$ cat config.mk
export PLATFORM = sky130hd
export DESIGN_NAME = integer_literal_parser
export DESIGN_NICKNAME = d
export VERILOG_FILES = /design/src/ilp_pkg.sv /design/src/integer_literal_parser.sv /design/src/ilp_step.sv /design/src/ilp_out.sv
export SDC_FILE = /design/constraint.sdc
export NUM_CORES = 1
export LEC_CHECK = 0
export BUFFER_PORTS_ARGS = -buffer_cell sky130_fd_sc_hd__buf_2
export CAP_MARGIN = 10
export CORE_ASPECT_RATIO = 1.1
export CORE_MARGIN = 2
export CORE_UTILIZATION = 63
export DETAILED_ROUTE_END_ITERATION = 10
export GPL_TIMING_DRIVEN = 0
export PLACE_DENSITY = 0.85
export SLEW_MARGIN = 20
export SYNTH_ARGS = -nofsm -noshare
export SYNTH_HDL_FRONTEND = slang
export SYNTH_SLANG_ARGS = --single-unit
$ cat constraint.sdc
create_clock -name clk -period 7.55 [get_ports clk]
set_clock_uncertainty 0.2 [all_clocks]
set_input_delay 1.51 -clock clk [delete_from_list [all_inputs] [get_ports clk]]
set_output_delay 1.51 -clock clk [all_outputs]
set_load 0.02 [all_outputs]
$ cat src/ilp_pkg.sv
// ----------------------------------------------------------------------------
// ilp_pkg
// Shared types, codes and helpers of the integer literal parser.
// ----------------------------------------------------------------------------
`default_nettype none

package ilp_pkg;

  // width of the parsed value and of the output data bus
  localparam int VALUE_WIDTH = 32;
  localparam int TDATA_WIDTH = ((VALUE_WIDTH + 7) / 8) * 8;

  // character codes
  localparam logic [7:0] CH_PLUS   = 8'h2b;
  localparam logic [7:0] CH_MINUS  = 8'h2d;
  localparam logic [7:0] CH_ZERO   = 8'h30;
  localparam logic [7:0] CH_NINE   = 8'h39;
  localparam logic [7:0] CH_LO_A   = 8'h61;
  localparam logic [7:0] CH_LO_F   = 8'h66;
  localparam logic [7:0] CH_UP_A   = 8'h41;
  localparam logic [7:0] CH_UP_F   = 8'h46;
  localparam logic [7:0] CH_LO_X   = 8'h78;
  localparam logic [7:0] CH_UP_X   = 8'h58;
  localparam logic [7:0] CH_LO_B   = 8'h62;
  localparam logic [7:0] CH_UP_B   = 8'h42;
  localparam logic [7:0] CH_LO_O   = 8'h6f;
  localparam logic [7:0] CH_UP_O   = 8'h4f;

  // digit value marking a character that is no digit at all
  localparam logic [4:0] DIGIT_NONE = 5'd16;

  typedef enum logic [2:0] {
    PH_START  = 3'd0,
    PH_SIGNED = 3'd1,
    PH_ZERO   = 3'd2,
    PH_PREFIX = 3'd3,
    PH_DIGITS = 3'd4,
    PH_FAIL   = 3'd5
  } phase_t;

  typedef enum logic [1:0] {
    RX_DEC = 2'd0,
    RX_HEX = 2'd1,
    RX_BIN = 2'd2,
    RX_OCT = 2'd3
  } radix_t;

  typedef struct packed {
    phase_t                   phase;
    logic                     is_negative;
    radix_t                   radix;
    logic [VALUE_WIDTH-1:0]   acc;
    logic                     seen_char;
  } parse_state_t;

  localparam parse_state_t STATE_RESET = '{
    phase:       PH_START,
    is_negative: 1'b0,
    radix:       RX_DEC,
    acc:         '0,
    seen_char:   1'b0
  };

  // value of a digit character, DIGIT_NONE when it is none
  function automatic logic [4:0] digit_of(input logic [7:0] c);
    logic [7:0] d;
    d = 8'd0;
    if (c >= CH_ZERO && c <= CH_NINE) begin
      d = c - CH_ZERO;
    end else if (c >= CH_LO_A && c <= CH_LO_F) begin
      d = c - CH_LO_A + 8'd10;
    end else if (c >= CH_UP_A && c <= CH_UP_F) begin
      d = c - CH_UP_A + 8'd10;
    end else begin
      d = {3'b000, DIGIT_NONE};
    end
    return d[4:0];
  endfunction

  // number of digit values allowed in a radix
  function automatic logic [4:0] radix_base(input radix_t r);
    logic [4:0] b;
    case (r)
      RX_DEC:  b = 5'd10;
      RX_HEX:  b = 5'd16;
      RX_BIN:  b = 5'd2;
      RX_OCT:  b = 5'd8;
      default: b = 5'd10;
    endcase
    return b;
  endfunction

endpackage

`default_nettype wire

$ cat src/integer_literal_parser.sv
// ----------------------------------------------------------------------------
// integer_literal_parser
// Parses a signed integer literal with optional 0x/0b/0o prefix, one
// character per item, and gives value, ok and truth on the last character.
// ----------------------------------------------------------------------------
// path: input register, then the step into state and result register (m_*)
// throughput: one character per cycle unless an untaken result holds the last
//   character; set by the single shift-add accumulator update in that step
// reset: synchronous, clears the input and result valid flags and the
//   parse state; no clearing pass
`default_nettype none

module integer_literal_parser (
  input  wire logic                            clk,
  input  wire logic                            rst,
  input  wire logic                            s_tvalid,
  output logic                                 s_tready,
  input  wire logic [7:0]                      s_tdata,   // char_code
  input  wire logic                            s_tlast,   // last
  input  wire logic                            s_tuser,   // no_char
  output logic                                 m_tvalid,
  input  wire logic                            m_tready,
  output logic [ilp_pkg::TDATA_WIDTH-1:0]      m_tdata,   // value
  output logic [1:0]                           m_tuser    // ok, truth
);

  logic                  in_valid;
  logic [7:0]            in_char;
  logic                  in_last;
  logic                  in_no_char;
  logic                  consume;
  ilp_pkg::parse_state_t state;
  ilp_pkg::parse_state_t state_next;

  // the held item moves on unless it ends a string and the result is stuck
  assign consume  = in_valid && (!in_last || !m_tvalid || m_tready);
  assign s_tready = !in_valid || consume;

  // input register
  always_ff @(posedge clk) begin
    if (rst) begin
      in_valid <= 1'b0;
    end else if (s_tready) begin
      in_valid <= s_tvalid;
    end
  end

  always_ff @(posedge clk) begin
    if (s_tready && s_tvalid) begin
      in_char    <= s_tdata;
      in_last    <= s_tlast;
      in_no_char <= s_tuser;
    end
  end

  ilp_step u_step (
    .cur       (state),
    .char_code (in_char),
    .no_char   (in_no_char),
    .nxt       (state_next)
  );

  // parse state, back to start after each string
  always_ff @(posedge clk) begin
    if (rst) begin
      state <= ilp_pkg::STATE_RESET;
    end else if (consume) begin
      state <= in_last ? ilp_pkg::STATE_RESET : state_next;
    end
  end

  ilp_out u_out (
    .clk      (clk),
    .rst      (rst),
    .load     (consume && in_last),
    .fin      (state_next),
    .m_tready (m_tready),
    .m_tvalid (m_tvalid),
    .m_tdata  (m_tdata),
    .m_tuser  (m_tuser)
  );

endmodule

`default_nettype wire

$ cat src/ilp_step.sv
// ----------------------------------------------------------------------------
// ilp_step
// Next parse state for one character: sign, prefix and digit handling.
// ----------------------------------------------------------------------------
`default_nettype none

module ilp_step (
  input  wire ilp_pkg::parse_state_t cur,
  input  wire logic [7:0]            char_code,
  input  wire logic                  no_char,
  output ilp_pkg::parse_state_t      nxt
);

  logic [4:0]                      digit;
  logic                            digit_ok;
  logic [ilp_pkg::VALUE_WIDTH-1:0] scaled;
  logic [ilp_pkg::VALUE_WIDTH-1:0] acc_mac;

  // digit decode and multiply-add by the radix, done as shifts
  always_comb begin
    digit    = ilp_pkg::digit_of(char_code);
    digit_ok = digit < ilp_pkg::radix_base(cur.radix);
    case (cur.radix)
      ilp_pkg::RX_DEC: scaled = (cur.acc << 3) + (cur.acc << 1);
      ilp_pkg::RX_HEX: scaled = cur.acc << 4;
      ilp_pkg::RX_BIN: scaled = cur.acc << 1;
      ilp_pkg::RX_OCT: scaled = cur.acc << 3;
      default:         scaled = cur.acc;
    endcase
    acc_mac = scaled + {{(ilp_pkg::VALUE_WIDTH-5){1'b0}}, digit};
  end

  // phase transitions
  always_comb begin
    nxt = cur;
    if (!no_char) begin
      nxt.seen_char = 1'b1;
      case (cur.phase)
        ilp_pkg::PH_START, ilp_pkg::PH_SIGNED: begin
          if (cur.phase == ilp_pkg::PH_START && char_code == ilp_pkg::CH_PLUS) begin
            nxt.phase = ilp_pkg::PH_SIGNED;
          end else if (cur.phase == ilp_pkg::PH_START &&
                       char_code == ilp_pkg::CH_MINUS) begin
            nxt.phase       = ilp_pkg::PH_SIGNED;
            nxt.is_negative = 1'b1;
          end else if (char_code == ilp_pkg::CH_ZERO) begin
            nxt.phase = ilp_pkg::PH_ZERO;
          end else if (digit_ok) begin
            nxt.acc   = acc_mac;
            nxt.phase = ilp_pkg::PH_DIGITS;
          end else begin
            nxt.phase = ilp_pkg::PH_FAIL;
          end
        end
        ilp_pkg::PH_ZERO: begin
          if (char_code == ilp_pkg::CH_LO_X || char_code == ilp_pkg::CH_UP_X) begin
            nxt.radix = ilp_pkg::RX_HEX;
            nxt.phase = ilp_pkg::PH_PREFIX;
          end else if (char_code == ilp_pkg::CH_LO_B || char_code == ilp_pkg::CH_UP_B) begin
            nxt.radix = ilp_pkg::RX_BIN;
            nxt.phase = ilp_pkg::PH_PREFIX;
          end else if (char_code == ilp_pkg::CH_LO_O || char_code == ilp_pkg::CH_UP_O) begin
            nxt.radix = ilp_pkg::RX_OCT;
            nxt.phase = ilp_pkg::PH_PREFIX;
          end else if (digit_ok) begin
            nxt.acc   = acc_mac;
            nxt.phase = ilp_pkg::PH_DIGITS;
          end else begin
            nxt.phase = ilp_pkg::PH_FAIL;
          end
        end
        ilp_pkg::PH_PREFIX, ilp_pkg::PH_DIGITS: begin
          if (digit_ok) begin
            nxt.acc   = acc_mac;
            nxt.phase = ilp_pkg::PH_DIGITS;
          end else begin
            nxt.phase = ilp_pkg::PH_FAIL;
          end
        end
        default: begin
          nxt.phase = ilp_pkg::PH_FAIL;
        end
      endcase
    end
  end

endmodule

`default_nettype wire

$ cat src/ilp_out.sv
// ----------------------------------------------------------------------------
// ilp_out
// Result register: final sign, ok and truth flags, master-side handshake.
// ----------------------------------------------------------------------------
`default_nettype none

module ilp_out (
  input  wire logic                            clk,
  input  wire logic                            rst,
  input  wire logic                            load,
  input  wire ilp_pkg::parse_state_t           fin,
  input  wire logic                            m_tready,
  output logic                                 m_tvalid,
  output logic [ilp_pkg::TDATA_WIDTH-1:0]      m_tdata,
  output logic [1:0]                           m_tuser
);

  logic                            ok;
  logic [ilp_pkg::VALUE_WIDTH-1:0] val;
  logic                            truth;
  logic [ilp_pkg::TDATA_WIDTH-1:0] data_next;

  // final value of the string
  always_comb begin
    ok  = fin.phase == ilp_pkg::PH_ZERO || fin.phase == ilp_pkg::PH_DIGITS;
    val = '0;
    if (ok) begin
      val = fin.is_negative ? (-fin.acc) : fin.acc;
    end
    truth = ok ? (val != '0) : fin.seen_char;
    data_next = '0;
    data_next[ilp_pkg::VALUE_WIDTH-1:0] = val;
  end

  // valid flag
  always_ff @(posedge clk) begin
    if (rst) begin
      m_tvalid <= 1'b0;
    end else if (load) begin
      m_tvalid <= 1'b1;
    end else if (m_tready) begin
      m_tvalid <= 1'b0;
    end
  end

  // payload
  always_ff @(posedge clk) begin
    if (load) begin
      m_tdata <= data_next;
      m_tuser <= {truth, ok};
    end
  end

endmodule

`default_nettype wire

; ---- Word-level counts from Yosys, hierarchy flattened
; Cells that the tools add are included.
[word_totals]
in_bits = 14
reg_bits = 85
output_inout_bits = 36
[classes]
n_mux = 35
n_lt_le_gt_ge = 7
reduce_logical = 27
add_sub_neg = 8
eq_ne = 19
[ops]
columns = op, n
row1 = $mux W32, 9
row2 = $pmux W32 S4, 1
row3 = $pmux W32 S3, 1
row4 = $mux W39, 2
row5 = $eq A8 B7 Y1 const B, 6
row6 = $add A32 B32 Y32, 1
row7 = $add A32 B5 Y32, 1
row8 = $neg A32 Y32, 1
row9 = $reduce_bool A32 Y1, 1
row10 = $eq A8 B6 Y1 const B, 3
row11 = $pmux W5 S4, 1
row12 = $mux W3, 6
row13 = $ge A8 B7 Y1 const B, 2
row14 = $le A8 B7 Y1 const B, 2
row15 = $mux W5, 3
row16 = $add A5 B4 Y5 const B, 2
row17 = $sub A5 B1 Y5 const B, 2
row18 = $eq A3 B2 Y1 const B, 3
row19 = $pmux W3 S3, 1
row20 = $ge A8 B6 Y1 const B, 1
row21 = $le A8 B6 Y1 const B, 1
row22 = $logic_and A1 B1 Y1, 8
row23 = $mux W2, 4
row24 = $logic_or A1 B1 Y1, 7
row25 = other kinds (15), 27

; ---- Depth between registers and ports, before layout
[logic_depth]
word_depth = 17
depth_mapped = 25

; ---- By module
; A second synthesis with hierarchy kept.
[unflattened]
cells_unflattened = 945
area_unflattened_um2 = 8077.7
[by_module_without_submodules]
columns = mod, area_per_inst_um2, instances, cells_per_inst, seq_area_each_um2
row1 = ilp_step, 4225.3, 1, 619, 0.0
row2 = ilp_out, 2284.7, 1, 219, 1041.0
row3 = integer_literal_parser, 1567.8, 1, 107, 1101.1

; ---- Least setup slack after synthesis
; Ideal clock, no wire load.
[synth_timing]
path_type = flip-flop to flip-flop
start = register state[33] (netlist name)
end = register u_out.m_tuser[1], data pin
synth_period_minus_slack_ns = 6.078
setup_ns = 0.266
t_arrival_ns = 5.612
stages_incl_launch_ff = 24
path_slack_ns = 1.472
path_cell_list = dfxtp_1 > inv_1 > ha_1 > buf_2 > buf_1 > clkbuf_1 > buf_1 > o21ai_0 > ha_1 > nor2b_1 > o21a_1 > o21ai_0 > a2111oi_0 > and2_1 > nand4_1 > or3_1 > a31o_2 > nor3_2 > nand2_1 > o41a_1 > xnor2_1 > o2111ai_1 > nor4_1 > a31oi_1
[synth_between]
elab_chain_len = 14
word_cells_on_any_way = 33
classes_between = add/sub (2) / order compare (1) / eq/ne (5) / mux (22) / reduce/logical (3)
[synth_lines]
columns = element, line_no
row1 = from (decl), integer_literal_parser.sv:32  ; ilp_pkg::parse_state_t state;
row2 = from (signal assigned), integer_literal_parser.sv:66  ; state <= ilp_pkg::STATE_RESET;
row3 = from (signal assigned), integer_literal_parser.sv:68  ; state <= in_last ? ilp_pkg::STATE_RESET : state_next;
row4 = $eq A2 B2 Y1 (tied with other cells), "ilp_pkg.sv:83, ilp_step.sv:23"
row5 = $pmux W32 S4 / $pmux W5 S4 (equally long branches), "ilp_step.sv:23, ilp_pkg.sv:83"
row6 = $add A32 B5 Y32 / $lt A5 B5 Y1 (equally long branches), "ilp_step.sv:30, ilp_step.sv:22"
row7 = $mux W32 / $mux W1 (equally long branches), "ilp_step.sv:48, ilp_step.sv:65, ilp_step.sv:73"
row8 = $mux W32 (tied with other cells), ilp_step.sv:62  ; end else if (char_code == ilp_pkg::CH_LO_O || char_code == ilp_pkg::CH_UP_O) begin
row9 = $mux W32 (tied with other cells), ilp_step.sv:59  ; end else if (char_code == ilp_pkg::CH_LO_B || char_code == ilp_pkg::CH_UP_B) begin
row10 = $mux W32 (tied with other cells), ilp_step.sv:56  ; if (char_code == ilp_pkg::CH_LO_X || char_code == ilp_pkg::CH_UP_X) begin
row11 = $pmux W32 S3 / $pmux W3 S3 (equally long branches), ilp_step.sv:38  ; case (cur.phase)
row12 = $mux W39 *, ilp_step.sv:36  ; if (!no_char) begin
row13 = $neg A32 Y32 (tied with other cells), ilp_out.sv:28  ; val = fin.is_negative ? (-fin.acc) : fin.acc;
row14 = $mux W32 / $logic_or A1 B1 Y1 (equally long branches), "ilp_out.sv:28, ilp_out.sv:25"
row15 = $mux W32, ilp_out.sv:27  ; if (ok) begin
row16 = $reduce_bool A32 Y1, ilp_out.sv:30  ; truth = ok ? (val != '0) : fin.seen_char;
row17 = $mux W1 *, ilp_out.sv:30
row18 = via u_out.truth, ilp_out.sv:20  ; logic truth;
row19 = to (signal assigned), ilp_out.sv:50  ; m_tuser <= {truth, ok};
row20 = to (decl), ilp_out.sv:15  ; output logic [1:0] m_tuser
; Mark *: on every way through the listed nets, which the timed path passes. The rest lies on a longest branch. The select of a mux whose other input is x is not followed.
; A chain may end at the register's enable or synchronous reset.

; ---- Final worst setup path
; Ends and elaborated chain as after synthesis.

==> summary.md <==
| Metric | Value |
|---|---|
| Max Fclk | 140.6 MHz |
| Final WS setup | 0.4398 ns |
| Setup CP Type | flop to flop |
| Final-report max-slew violation count | 0 |
| Layout area overhead | 9.350% |
| Layout Cells excl Fill | 1,288 |
| Slowest-stage cell, CP | o41a_1 |
| Reg2Reg Setup Slack | 0.44 ns |
| Crit path from | state[33] |
| Core Util, Final | 70.40% |
| GRT Total Usage | 35.23% |
| Post-DP HPWL | 19,560 um |
| Worst R2R End | u_out.m_tuser[1] |
| Share of cells above drive strength 1 | 10.57% |
| Synthesized area | 0.008471 mm^2 |
| Ys async rst share | 0% |
| Worst-Margin Slew | 0.9713 ns |
| Placer Congestion | 0.9907 |
| CTS root buffer | clkbuf_16 |
| Leakage | 3.495 nW |
| Worst vdd ir | 0.1561 mV |
| Worst hold path depth | 1 |
| Cell Rows | 44 |
| Core area | 0.01316 mm^2 |
| Drt first pass iters | 7 |
| Post-synth top flop | edfxtp_1 |
| Worst skew pair latency | 0.34 ns |
| Reg clk slew, reported paths | 0.06 ns |
| Post-synthesis sequential area ratio | 25.29% |
| GR Overflow Total | 0 |
| Main combinational cell family by area after synthesis | compound AO/OA/AOI/OAI gates |
| Largest net degree at the start of global routing | 32 |
| First-pass GRT wire length | 41,130 um |
| DR vias | 9,292 |
| # clock sinks | 85 |
| Fillers | 1,049 |
| Die area | 0.01439 mm^2 |
| Top cell type's share of synthesized area | 15.60% |
| HP Class | flop to flop |
| Final instance area | 0.009263 mm^2 |
| DIE HEIGHT | 125.6 um |
| R2R depth | 22 |
| Max-cap violations | 0 |
| Adder-cell share of the synthesized area | 6.972% |
| DRC | 0 |
| CTS tree | built |
| Crit-path max FO | 19 |
| Placed Area | 0.008940 mm^2 |
| Yosys warns | 0 |
| Post-Syn Area per Cell | 7.969 um^2 |
| Minimum clock period | 7.110 ns |
| Net Count, Synth | 1,123 |
| Nets | 1,181 |
| Synth Area in Compound Gates | 30.37% |
| Critical path capture point | u_out.m_tuser[1] |
| R2R Path Start | state[33] |
| Wire length per cell | 20.05 um |
| Mux share of post-synthesis cell area | 2.570% |
| Input/output buffers | 48 |
| Slew headroom | 34.94% |
| Dpl cells | 1,273 |
| Clk buf depth | 2 |
| Unrepaired setup endpoints after global routing | no |
| DP Worst Slack | -0.2236 ns |
| Drt initial violations | 1,206 |
| Leading area contributor after synthesis | edfxtp_1 |
| Fin crit share | 94.17% |
| Worst EP arrival | 6.98 ns |
| Initial antenna violation count | 1 |
| Crit path cell chain | inv_1, ha_1, buf_2, clkbuf_2, buf_2, o21ai_0, ha_1, nor2_1, nor3b_1, o21ai_0, a2111o_1, nor4_1, nand3_1, o31ai_1, a31oi_2, nor3_2, nand2_1, o41a_1, xnor2_1, o2111ai_1, nor4_1, a31oi_1 |
| Largest stage delay, worst path | 0.46 ns |
| Pwr Density | 124.6 mW/mm^2 |
| Die W | 114.6 um |
| Status | finished, final reports clean |
| Count of cell types in the netlist | 97 |
| Crit. End Element | flop |
| Synth Area in XOR/XNOR | 5.480% |
| ANT nets after route | 0 |
| Vias per inst | 7.214 |
| Effective utilization at floorplan | 64.38% |
| Num CTS Buffers | 9 |
| Worst EP required | 7.42 ns |
| H-tree Lvls | 3 |
| Startpoint types | flop |
| # IOs | 50 |
| Number of global-route vias before repair | 8,596 |
| # setup viols final | 0 |
| Hold Vio Cnt, Final | 0 |
| Simple-gate area share of the yosys netlist | 24.98% |
| Post-synth EDFFs | 44 |
| Total Wirelength | 25,820 um |
| Post-synthesis register bit count | 85 |
| Syn Inst Count | 1,063 |
| Synth area leaders | edfxtp_1 16%, dfxtp_1 9.7%, ha_1 6.5% |
[worst min path at each step]
stage | start | to | slack [ns]
CTS | state[0] | state[0] | 0.28
detailed placement | state[0] | state[0] | 0.26
floorplan | state[0] | state[0] | 0.24
global route | state[0] | state[0] | 0.30
finish | state[0] | state[0] | 0.28
global placement | state[0] | state[0] | 0.25
[Yosys cell counts (13+ instances only)]
library cell / number
clkbuf_1: 41
o21a_1: 14
o31ai_1: 14
o211ai_1: 15
a21oi_1: 60
nand2_1: 81
xor2_1: 18
a22oi_1: 30
nor3_1: 29
mux2i_1: 15
or3_1: 16
nor4_1: 13
a21o_1: 15
dfxtp_1: 41
nor2_1: 140
a31oi_1: 16
a222oi_1: 26
ha_1: 44
and2_1: 18
nand3_1: 38
o21ai_0: 46
xnor2_1: 35
inv_1: 32
and3_1: 13
edfxtp_1: 44
[cell type report]
cell class              count  area [um^2]  share of cell area (%)
multi-input cells         883         5982                   64.58
flip-flops and latches     85         2142                   23.13
repair buffers             49        260.3                   2.810
plain buffers              60        240.2                   2.594
clock buffers              12        236.5                   2.553
well taps                 161        201.4                   2.175
inverters                  33        123.9                   1.337
clock inverters             4        73.82                  0.7970
diodes                      1        2.502                 0.02702
[flip-flops by register name, indices dropped and copies added (netlist names)]
| register | cells |
|---|---|
| u_out.m_tuser | 2 |
| in_no_char | 1 |
| u_out.m_tdata | 32 |
| state | 39 |
| in_last | 1 |
| in_valid | 1 |
| in_char | 8 |
| u_out.m_tvalid | 1 |
[where the power goes]
group	internal, W	switching [W]
clock network	0.000290	0.000179
logic	0.0000577	0.000124
registers	0.000496	0.00000802
[cell families (layout without fill, tap and decap cells)]
kind of cell,after synthesis,after routing
and+or+nand+nor,422,422
AOI/OAI and AO/OA,341,341
buffers and inverters,95,158
DFF,85,85
xor gates and xnor gates,53,53
adders and majority gates,46,46
muxes,21,21
other,0,1
[what timing repair did]
action                     in CTS  in global routing
hold buffers                    0                  0
cloned                          0                  0
setup endpoints to repair       1                  4
resized for setup               2                  7
buffers inserted                0                  0
[placed cells by master, fill, tap and decap left out, types with 10 or more instances in the layout]
cell,n
dfxtp_1,41
xor2_1,18
xnor2_1,35
o21ai_0,46
nand2_1,81
a31oi_1,15
o211ai_1,15
buf_2,58
edfxtp_1,44
a21oi_1,60
or3_1,16
a222oi_1,26
a22oi_1,30
inv_1,32
nor2_1,139
and2_1,18
mux2i_1,15
clkbuf_1,41
and3_1,13
nor3_1,29
o31ai_1,14
o21a_1,14
buf_1,10
nor4_1,13
a21o_1,15
ha_1,44
nand3_1,38
a211oi_1,10
[stage by stage]
stage                      power, W  hold slack, ns  setup TNS, ns
after floorplan           0.0006391          0.2421              0
after global placement    0.0006831          0.2537        -0.1096
after global routing       0.001185          0.3047              0
final                      0.001154          0.2836              0
after CTS                  0.001144          0.2814              0
after detailed placement  0.0006877          0.2611        -0.2236
[worst max-delay path, delay by kind of cell, from the launching register on]
kind                     cells  cell delay, ns
AO/OA/AOI/OAI                8            2.17
XOR/XNOR                     1            0.23
adder cells (fa/ha/maj)      2            0.64
buffers and inverters        4            1.27
flip-flops                   1            0.37
AND/OR/NAND/NOR              7            1.93
[per-layer routing]
metal | track usage, % | vias to the layer above | wire [um]
met5 | 0 | - | 0
met1 | 42.73 | 4326 | 9786
li1 | - | 4223 | -
met4 | 17.07 | 0 | 1259
met2 | 60.29 | 615 | 12580
met3 | 5.775 | 128 | 2193
(Power assumes the default switching activity.)
